==> config.mk <==
export PLATFORM = sky130hd
export DESIGN_NAME = sht_ram
export DESIGN_NICKNAME = d
export VERILOG_FILES = /design/src/sv/sht_ram.sv
export SDC_FILE = /design/constraint.sdc
export NUM_CORES = 1
export LEC_CHECK = 0
export ABC_CLOCK_PERIOD_IN_PS = 1600
export BUFFER_PORTS_ARGS = -buffer_cell sky130_fd_sc_hd__buf_4
export CORE_MARGIN = 8
export CORE_UTILIZATION = 30
export CTS_CLUSTER_SIZE = 25
export DETAILED_ROUTE_END_ITERATION = 6
export GPL_ROUTABILITY_DRIVEN = 0
export PLACE_DENSITY = 0.45
export SYNTH_ARGS = -nofsm -noshare
export SYNTH_HDL_FRONTEND = slang
export SYNTH_SLANG_ARGS = --single-unit
export TNS_END_PERCENT = 100
==> constraint.sdc <==
create_clock -name clk -period 1.6 [get_ports clk]
set_input_delay 0.08 -clock clk [delete_from_list [all_inputs] [get_ports clk]]
set_output_delay 0.08 -clock clk [all_outputs]
set_load 0.03 [all_outputs]
==> src/sv/sht_ram.sv <==
`timescale 1ns / 1ps
module sht_ram #(
  parameter int WIDTH = 8,
  parameter int DEPTH = 16
) (
  input  logic                     clk,
  input  logic                     we,
  input  logic [$clog2(DEPTH)-1:0] waddr,
  input  logic [WIDTH-1:0]         wdata,
  input  logic [$clog2(DEPTH)-1:0] raddr,
  output logic [WIDTH-1:0]         rdata
);
  logic [WIDTH-1:0] mem [DEPTH];

  always_ff @(posedge clk) begin
    if (we) begin
      mem[waddr] <= wdata;
    end
    rdata <= mem[raddr];
  end
endmodule

* Yosys cells after proc, flatten, opt, wreduce, memory -nomap -nowiden *
Memory sizes are Yosys's and may differ from the RTL's. A register that Yosys moved wholly into a read port is not among the register bits.
Cells that the tools add are included.

operators by class
  mux-type cells = 2

operators by type and width
  operator  count
  $mux 1    2

word-level totals
  word-level logic and storage cells = 3
  output and inout port bits = 8
  bits in registers = 0
  memories kept = 1
  RAM bits = 128
  input bits = 18

memory list
  memory  words  width  read ports  clocked after Yosys merged registers in  write ports  RTL line  source
  mem     16     8      1           1                                        1            13        logic [WIDTH-1:0] mem [DEPTH];

* Depth between registers and ports, before layout *
Gate-level depths: netlist of run 1.

  depth in word-level cells = 2
  mapped depth = 5

* Least setup slack after synthesis of run 1 *
OpenSTA, ideal clock, no wires.

  path kind = input port to flip-flop
  from = input port waddr[2]
  to = memory mem[0][0] (enable)
  path buffers = 0
  setup time = 0.383 ns
  path slack = 0.027 ns
  cell stages on the path = 2
  arrival time = 1.190 ns
  required time = 1.217 ns
  path through = or3b_2 nor3_1

RTL lines
  what                RTL line  source
  start: declaration  8         input logic [$clog2(DEPTH)-1:0] waddr,
  end: declaration    13

No word-level cell before the write port.

==> run summary, run 1 <==
Leakage Power: 0.00217 uW
Number of port buffers: 25
Mapped cell area: 5150 um^2
Mean post-synth cell area: 22.5 um^2
Hold Fails Final Rpt: 0
Worst-skew pair later-pin latency: 0.41 ns
Worst min path class: in2reg
Crit path launch: mem[1][2]
Reg2reg setup slack: 0.16 ns
Post-placement cell area: 5750 um^2
# fillers: 1612
Clock root cell: clkbuf_16
Slowest cell on the critical path: mux4_1
Mapped Cells: 229
Maximum root-to-sink buffer count: 2
CTS sink count: 136
Yosys reg bits: 136
Chip Width: 147 um
Worst R2R End: rdata[2]
Antenna violations before repair: 0
Share of cells above drive strength 1: 0.316
RSZ-0062 raised after global routing: no
First-pass GRT wire length: 16200 um
Die Y: 147 um
Initial DRC Count: 168
R2R Path Start: mem[1][2]
Top delay family on crit path: multiplexers
Row count: 48
Vias per Instance: 4.54
Routed Antenna Nets: 0
Reg2reg path depth: 3
Critical path launch point type: flip-flop
Crit path largest cell delay: 0.51 ns
Largest net degree at the start of global routing: 17
Gr ovfl total: 0
Area Growth Syn to Fin: 24.8%
TritonCTS buffer count: 17
Sequential share of the synthesized area: 0.778
Total power: 8450 uW
Crit Path Max Fanout: 1
H-tree Lvls: 4
Die ar.: 21600 um^2
Fin cells: 535
F_max: 696 MHz
Crit share post-route: 0.898
Clock slew at the register clock pins of the worst setup and hold paths: 0.05 ns
Max-cap check violation count: 0
Final TNS setup: 0 ns
Critical Path AT: 1.72 ns
Crit-path cells: mux4_1 > a22oi_1 > nand2_1
Final Net Count: 315
Routed vias: 2431
Final period demand of the worst path: 1.44 ns
Hold Path Depth: 1
Syn nets: 247
Status: completed
Worst Setup EP: rdata[2]
Crit. path cell count: 3
Fin area: 6420 um^2
Worst path bufs/invs: 0
Diodes inserted: 0
DRC: 0
Final setup viols: 0
Slew HR: 0.477
Final setup margin: 0.162 ns
Vias in the first global route: 2573
Setup Slack @ Placement: -0.0224 ns
Drt first pass iters: 5
Slew @ Worst Pin: 0.783 ns
Worst Path Required: 1.89 ns
Drt wl/cell: 20.5 um
CTS tree: done
Synth cell types: 19
Final WL: 11000 um
Clock skew: 0.00177 ns
Peak supply drop: 801 uV
Worst setup EP type: flip-flop
# placed instances: 496
Synth warnings: 0
PD cells: 1310 nW/um^2
Core Area: 17100 um^2
Pins Over Slew Limit: 0
Initial Utilization: 0.302
Total track usage: 0.107
Post-DP HPWL: 7170 um
Num ports: 26
Crit path kind: reg2reg
==> sequential cells by signal (all words and copies together), names as in the netlist <==
register  count
mem         128
rdata         8
==> logic make-up after synthesis <==
kind of cell	synth area share
AOI/OAI and AO/OA	0.0233
buffers and inverters	0.0168
DFF	0.778
muxes	0.150
and+or+nand+nor	0.0318
==> layout by cell type, fill, tap and decap left out <==
| cell type | count |
|---|---|
| dfxtp_1 | 8 |
| nor2_1 | 13 |
| nand3_1 | 1 |
| clkbuf_16 | 17 |
| nor2b_1 | 1 |
| clkinv_2 | 1 |
| clkinvlp_4 | 4 |
| mux4_2 | 18 |
| buf_12 | 1 |
| and2_1 | 1 |
| dlygate4sd3_1 | 7 |
| nand2_1 | 9 |
| edfxtp_1 | 128 |
| bufinv_16 | 4 |
| nand2b_1 | 2 |
| clkinv_1 | 5 |
| inv_6 | 1 |
| a22oi_1 | 16 |
| buf_4 | 51 |
| mux4_1 | 14 |
| nand3b_1 | 2 |
| and2b_1 | 1 |
| or3b_2 | 1 |
| nor3_1 | 4 |
==> metal layers <==
layer	routed length, um	track usage	vias up
li1	-	-	1108
met5	0	0	-
met3	325	0.0348	9
met1	5380	0.139	1267
met2	5150	0.163	47
met4	122	0.0398	0
==> power breakdown <==
part	switching, uW	total [uW]	internal, uW
registers	25.8	4010	3980
clock network	1390	3970	2580
logic	259	467	207
total	1680	8450	6770
==> how the worst min path moves through the flow <==
stage | startpoint | endpoint
floorplan | wdata[0] | mem[0][0]
global placement | wdata[3] | mem[12][3]
detailed placement | wdata[3] | mem[12][3]
CTS | wdata[6] | mem[3][6]
finish | wdata[6] | mem[3][6]
global route | wdata[6] | mem[2][6]
==> metrics by stage <==
stage / util / hold slack, ns
final: 0.377 / 0.0215
after global routing: 0.377 / 0.0216
after CTS: 0.377 / 0.0120
after detailed placement: 0.337 / 0.395
after global placement: 0.337 / 0.398
after floorplan: - / 0.179
==> area by class of cell <==
class                   instances  area [um^2]  area share
multi-input cells              83         1060       0.165
clock inverters                15          183      0.0284
well taps                     225          282      0.0438
clock buffers                  17          425      0.0662
flip-flops and latches        136         4000       0.623
repair buffers                 59          473      0.0736
==> synthesized netlist by cell type <==
master	n	share of area
and2_1	1	0.0012
mux4_1	14	0.071
or3b_2	1	0.0017
nand3b_1	2	0.0029
nand2_1	9	0.0066
buf_2	3	0.0029
buf_4	1	0.0015
nor3_1	4	0.0039
dfxtp_1	8	0.031
and2b_1	1	0.0015
nand3_1	1	0.00097
buf_6	3	0.0066
nor2_1	13	0.0095
clkdlybuf4s25_2	3	0.0058
nor2b_1	1	0.0012
edfxtp_1	128	0.75
mux4_2	18	0.079
a22oi_1	16	0.023
nand2b_1	2	0.0024
==> what timing repair did <==
action / 4_1_cts / 5_1_grt
hold buffers: 7 / 0
resized for setup: 0 / 0
hold endpoints to repair: 112 / 0
buffers inserted: 0 / 0
Power figures use the tool's default switching activity.
==> inputs of run 2 (changes only) <==
- CORE_ASPECT_RATIO: not set -> 1.1
==> run summary, run 2 (same netlist as run 1, synthesis figures left out) <==
Status: completed
Clock slew at the register clock pins of the worst setup and hold paths: 0.05 ns (about the same)
Hold Crit Start: raddr[1]
Post-placement cell area: 5780 um^2 (+0.54%)
Final TNS setup: 0 ns (unchanged)
Clock root cell: clkbuf_16
Share of cells above drive strength 1: 0.316 (about the same)
Internal power: 6470 uW (-4.4%)
H-tree Lvls: 4 (unchanged)
R2R Path Start: mem[10][6]
Gr ovfl total: 0 (unchanged)
Worst Path Required: 1.88 ns (about the same)
Critical Path AT: 1.67 ns (-0.05 ns)
Critical path launch point type: flip-flop
Vias in the first global route: 2734 (+6.3%)
DRC: 0 (unchanged)
Hold Fails Final Rpt: 0 (unchanged)
Worst min path class: in2reg
Final setup viols: 0 (unchanged)
Post-DP HPWL: 7560 um (+5.5%)
Die ar.: 21600 um^2 (about the same)
Maximum root-to-sink buffer count: 2 (unchanged)
Crit share post-route: 0.869 (-0.0291)
Crit path launch: mem[10][6]
Pins Over Slew Limit: 0 (unchanged)
Met2 Usage GRT: 0.176 (+0.0127)
Core Area: 16900 um^2 (-0.97%)
Max reg flops: 128 (unchanged)
Die Y: 153 um (+4.3%)
TritonCTS buffer count: 17 (unchanged)
Peak supply drop: 685 uV (-15%)
Final period demand of the worst path: 1.39 ns (-0.0465 ns)
PD cells: 1260 nW/um^2 (-4.0%)
Fin util: 0.380 (+0.00294)
Slew @ Worst Pin: 0.930 ns (+0.148 ns)
Final WL: 11700 um (+6.9%)
Slew HR: 0.379 (-0.0986)
Gate power share: 0.060 (+0.005)
Regs by FF count: mem: 128 flops, rdata: 8 flops
Commonest non-fill, non-tap cell in the layout: edfxtp_1
Initial DRC Count: 280 (+67%)
Diodes inserted: 0 (unchanged)
# fillers: 1548 (-4.0%)
Worst setup EP type: flip-flop
Num ports: 26 (unchanged)
Crit Path Max Fanout: 1 (unchanged)
First-pass GRT wire length: 17900 um (+10%)
Area Growth Syn to Fin: 24.6%
Total track usage: 0.117 (+0.0105)
RSZ-0062 raised after global routing: no
Clock network power share: 0.444 (-0.026)
Most frequent cells in the layout: edfxtp_1, buf_4, mux4_2, clkbuf_16, a22oi_1
F_max: 719 MHz (+3.3%)
Switching power: 1620 uW (-3.5%)
Max-cap check violation count: 0 (unchanged)
Antenna violations before repair: 0 (unchanged)
Vias per Instance: 4.73 (+4.1%)
Net Sw Frac: 0.200 (+0.00158)
Final Net Count: 318 (+0.95%)
Row count: 50 (+4.2%)
Crit path kind: reg2reg
Chip Width: 141 um (-4.1%)
Setup repair bufs after CTS: 0 (unchanged)
Grt met3 use: 0.0336 (-0.00111)
Reg with most FFs: mem
Largest net degree at the start of global routing: 20 (+3)
Flop pwr share: 0.496 (+0.021)
Drt wl/cell: 22.5 um (+9.8%)
Met1 Use GR: 0.155 (+0.0162)
Drt first pass iters: 4 (-1)
Routed vias: 2465 (+1.4%)
Initial Utilization: 0.305 (+0.00295)
Leakage Power: 0.00219 uW (+1.1%)
Number of port buffers: 25 (unchanged)
Busiest layer in global routing: met2
CTS sink count: 136 (unchanged)
Routed Antenna Nets: 0 (unchanged)
CTS tree: done
Fin area: 6410 um^2 (-0.19%)
Clock skew: 0.00517 ns (+0.00340 ns)
Worst-skew pair later-pin latency: 0.41 ns (about the same)
-- run 2: layout make-up --
| cell class | instances | area (um^2) | share of cell area |
|---|---|---|---|
| Sequential cell | 136 | 4000 | 0.625 |
| Multi-Input combinational cell | 83 | 1060 | 0.165 |
| Clock buffer | 30 | 544 | 0.0849 |
| Timing Repair Buffer | 62 | 536 | 0.0835 |
| Tap cell | 208 | 260 | 0.0406 |
| Clock inverter | 2 | 10.0 | 0.00156 |
-- run 2: power by group through the flow --
stage	registers, uW	logic [uW]	clock network [uW]
5_1_grt	4020	526	3820
6_report	4010	484	3590
2_1_floorplan	4120	202	0
3_3_place_gp	4090	475	0
3_5_place_dp	4090	479	0
4_1_cts	4010	496	3670
-- run 2: path summary, 6_finish.rpt --
path | to | cells after the start | slack [ns]
setup / recovery | rdata[6] | 3 | 0.21
setup reg to reg | rdata[6] | 3 | 0.21
hold reg to reg | rdata[3] | 3 | 0.67
hold / removal | rdata[7] | 4 | 0.16
-- run 2: metrics by stage --
step / total power [uW] / instances / worst slack, ns / hold WS, ns
finish: 8090 / 521 / 0.209 / 0.155
global route: 8360 / 521 / 0.126 / 0.164
CTS: 8180 / 521 / 0.233 / 0.139
detailed placement: 4560 / 481 / 0.108 / 0.403
global placement: 4560 / 481 / 0.0919 / 0.394
floorplan: 4320 / 229 / 0.0271 / 0.179
-- run 2: routing by layer --
layer / vias up / part of all wire / wire length, um
li1: 1120 / - / -
met1: 1284 / 0.48 / 5670
met2: 54 / 0.47 / 5500
met3: 7 / 0.038 / 444
met4: 0 / 0.010 / 122
met5: - / 0 / 0
-- run 2: worst max-delay path: stages (launching register included) --
cell      delay (ns)
edfxtp_1        0.37
mux4_2          0.47
a22oi_1         0.31
nand2_1         0.11
-- run 2: repair_timing --
| action | CTS | global route |
|---|---|---|
| gates resized for setup | 0 | 0 |
| hold buffers | 8 | 0 |
| endpoints found under the hold margin | 124 | 0 |
==> inputs of run 3 (changes only) <==
- CELL_PAD_IN_SITES_DETAIL_PLACEMENT: not set -> 0
- CELL_PAD_IN_SITES_GLOBAL_PLACEMENT: not set -> 1
- PLACE_DENSITY: 0.45 -> 0.5
- RECOVER_POWER: not set -> 100
==> run summary, run 3 (same netlist as run 1, synthesis figures left out) <==
Reg2reg path depth: 3 (unchanged)
Regs by FF count: mem: 128 flops, rdata: 8 flops
Post-DP HPWL: 7410 um (-2.1%)
Diodes inserted: 0 (unchanged)
Slowest cell on the critical path: mux4_1
Max reg flops: 128 (unchanged)
Max-cap check violation count: 0 (unchanged)
Slew @ Worst Pin: 0.761 ns (-0.169 ns)
F_max: 737 MHz (+2.5%)
Worst Path Required: 1.88 ns (about the same)
Antenna violations before repair: 0 (unchanged)
Routed Antenna Nets: 0 (unchanged)
First-pass GRT wire length: 16500 um (-7.4%)
TritonCTS buffer count: 17 (unchanged)
Routed vias: 2436 (-1.2%)
Internal power: 6600 uW (+2.0%)
Vias in the first global route: 2600 (-4.9%)
CTS sink count: 136 (unchanged)
Worst-skew pair later-pin latency: 0.40 ns (about the same)
CTS resizes: 0 (unchanged)
Die Y: 153 um (unchanged)
Setup repair bufs after CTS: 0 (unchanged)
Initial Utilization: 0.305 (unchanged)
Critical Path AT: 1.63 ns (-0.04 ns)
Share of cells above drive strength 1: 0.195 (-0.121)
Crit share post-route: 0.848 (-0.0210)
Vias per Instance: 4.73 (about the same)
PD cells: 1320 nW/um^2 (+4.6%)
Hold Path Depth: 1 (-3)
Crit Path Max Fanout: 1 (unchanged)
Pins Over Slew Limit: 0 (unchanged)
Clock slew at the register clock pins of the worst setup and hold paths: 0.06 ns (about the same)
Final TNS setup: 0 ns (unchanged)
Num ports: 26 (unchanged)
Status: completed
Core Area: 16900 um^2 (unchanged)
Clock network power share: 0.462 (+0.018)
Total track usage: 0.108 (-0.00940)
Post-placement cell area: 5740 um^2 (-0.65%)
Peak supply drop: 651 uV (-4.9%)
Area Growth Syn to Fin: 21.7%
Most frequent cells in the layout: edfxtp_1, clkbuf_1, mux4_2, clkbuf_16, a22oi_1
CTS tree: done
Commonest non-fill, non-tap cell in the layout: edfxtp_1
Fin cells: 515 (-1.2%)
Reg with most FFs: mem
Clock skew: 0.00826 ns (+0.00309 ns)
Crit-path cells: mux4_1 > a22oi_1 > nand2_1
Crit path kind: reg2reg
CTS Hold Bufs: 7 (-1)
Switching power: 1670 uW (+2.8%)
Gate power share: 0.053 (-0.007)
Final Net Count: 312 (-1.9%)
Net Sw Frac: 0.202 (+0.00133)
Worst setup EP type: flip-flop
Largest net degree at the start of global routing: 18 (-10%)
Clock root cell: clkbuf_16
Die ar.: 21600 um^2 (unchanged)
RSZ-0062 raised after global routing: no
Slew HR: 0.492 (+0.114)
Fin area: 6260 um^2 (-2.3%)
Number of port buffers: 25 (unchanged)
Final setup viols: 0 (unchanged)
# fillers: 1567 (+1.2%)
DRC: 0 (unchanged)
Final WL: 11200 um (-4.7%)
Row count: 50 (unchanged)
Flop pwr share: 0.485 (-0.011)
H-tree Lvls: 4 (unchanged)
Hold Fails Final Rpt: 0 (unchanged)
Initial DRC Count: 212 (-24%)
Drt wl/cell: 21.7 um (-3.6%)
Drt first pass iters: 4 (unchanged)
Leakage Power: 0.00202 uW (-7.9%)
Chip Width: 141 um (unchanged)
Crit path largest cell delay: 0.50 ns (+0.03 ns)
Gr ovfl total: 0 (unchanged)
# placed instances: 476 (-1.0%)
Critical path launch point type: flip-flop
Final period demand of the worst path: 1.36 ns (-0.0337 ns)
Maximum root-to-sink buffer count: 2 (unchanged)
Hold WS: 0.260 ns (+0.105 ns)
Worst min path class: in2reg
-- run 3: changes by cell type in the layout (fill, tap and decap cells not counted) --
cell and delta:
clkinv_1 +2, dlygate4sd3_1 -1, clkbuf_1 +32, clkbuf_8 -7, clkinvlp_4 +4, bufinv_16 +3
clkinv_4 +2, buf_4 -41
-- run 3: power by group through the flow --
stage	Combinational (uW)	Clock (uW)	Sequential, uW
after floorplan	202	0	4120
after global placement	471	0	4080
after detailed placement	473	0	4080
after CTS	488	3890	4010
after global routing	477	4030	4010
final	436	3820	4010
-- run 3: worst paths after layout --
path,start,end,slack [ns]
worst max-delay path,mem[1][5],rdata[5],0.24
worst min-delay path,wdata[0],mem[3][0],0.26
worst max register to register,mem[1][5],rdata[5],0.24
worst min register to register,mem[14][6],rdata[6],0.66
-- run 3: routing by layer --
layer	vias to the layer above	track usage	part of all wire
met3	4	0.0287	0.031
met4	0	0.0369	0.0080
met1	1269	0.139	0.46
met2	54	0.172	0.50
met5	-	0	0
li1	1109	-	-
-- run 3: through the flow --
| stage | setup WS, ns | total power (uW) | utilization |
|---|---|---|---|
| finish | 0.243 | 8260 | 0.371 |
| global route | 0.120 | 8520 | 0.371 |
| CTS | 0.232 | 8390 | 0.379 |
| detailed placement | 0.141 | 4550 | 0.340 |
| global placement | 0.142 | 4550 | 0.340 |
| floorplan | 0.0271 | 4320 | - |
-- run 3: layout make-up --
cell class                      instances  area (um^2)  share of cell area
Sequential cell                       136         4000               0.639
Clock inverter                         13          155              0.0248
Multi-Input combinational cell         83         1060               0.169
Clock buffer                           19          433              0.0691
Tap cell                              208          260              0.0416
Timing Repair Buffer                   56          353              0.0563
-- run 3: worst max-delay path, delay by kind of cell, from the launching register on --
family	cells	cell delay, ns
and+or+nand+nor	1	0.09
muxes	1	0.50
AOI/OAI and AO/OA	1	0.29
DFF	1	0.36
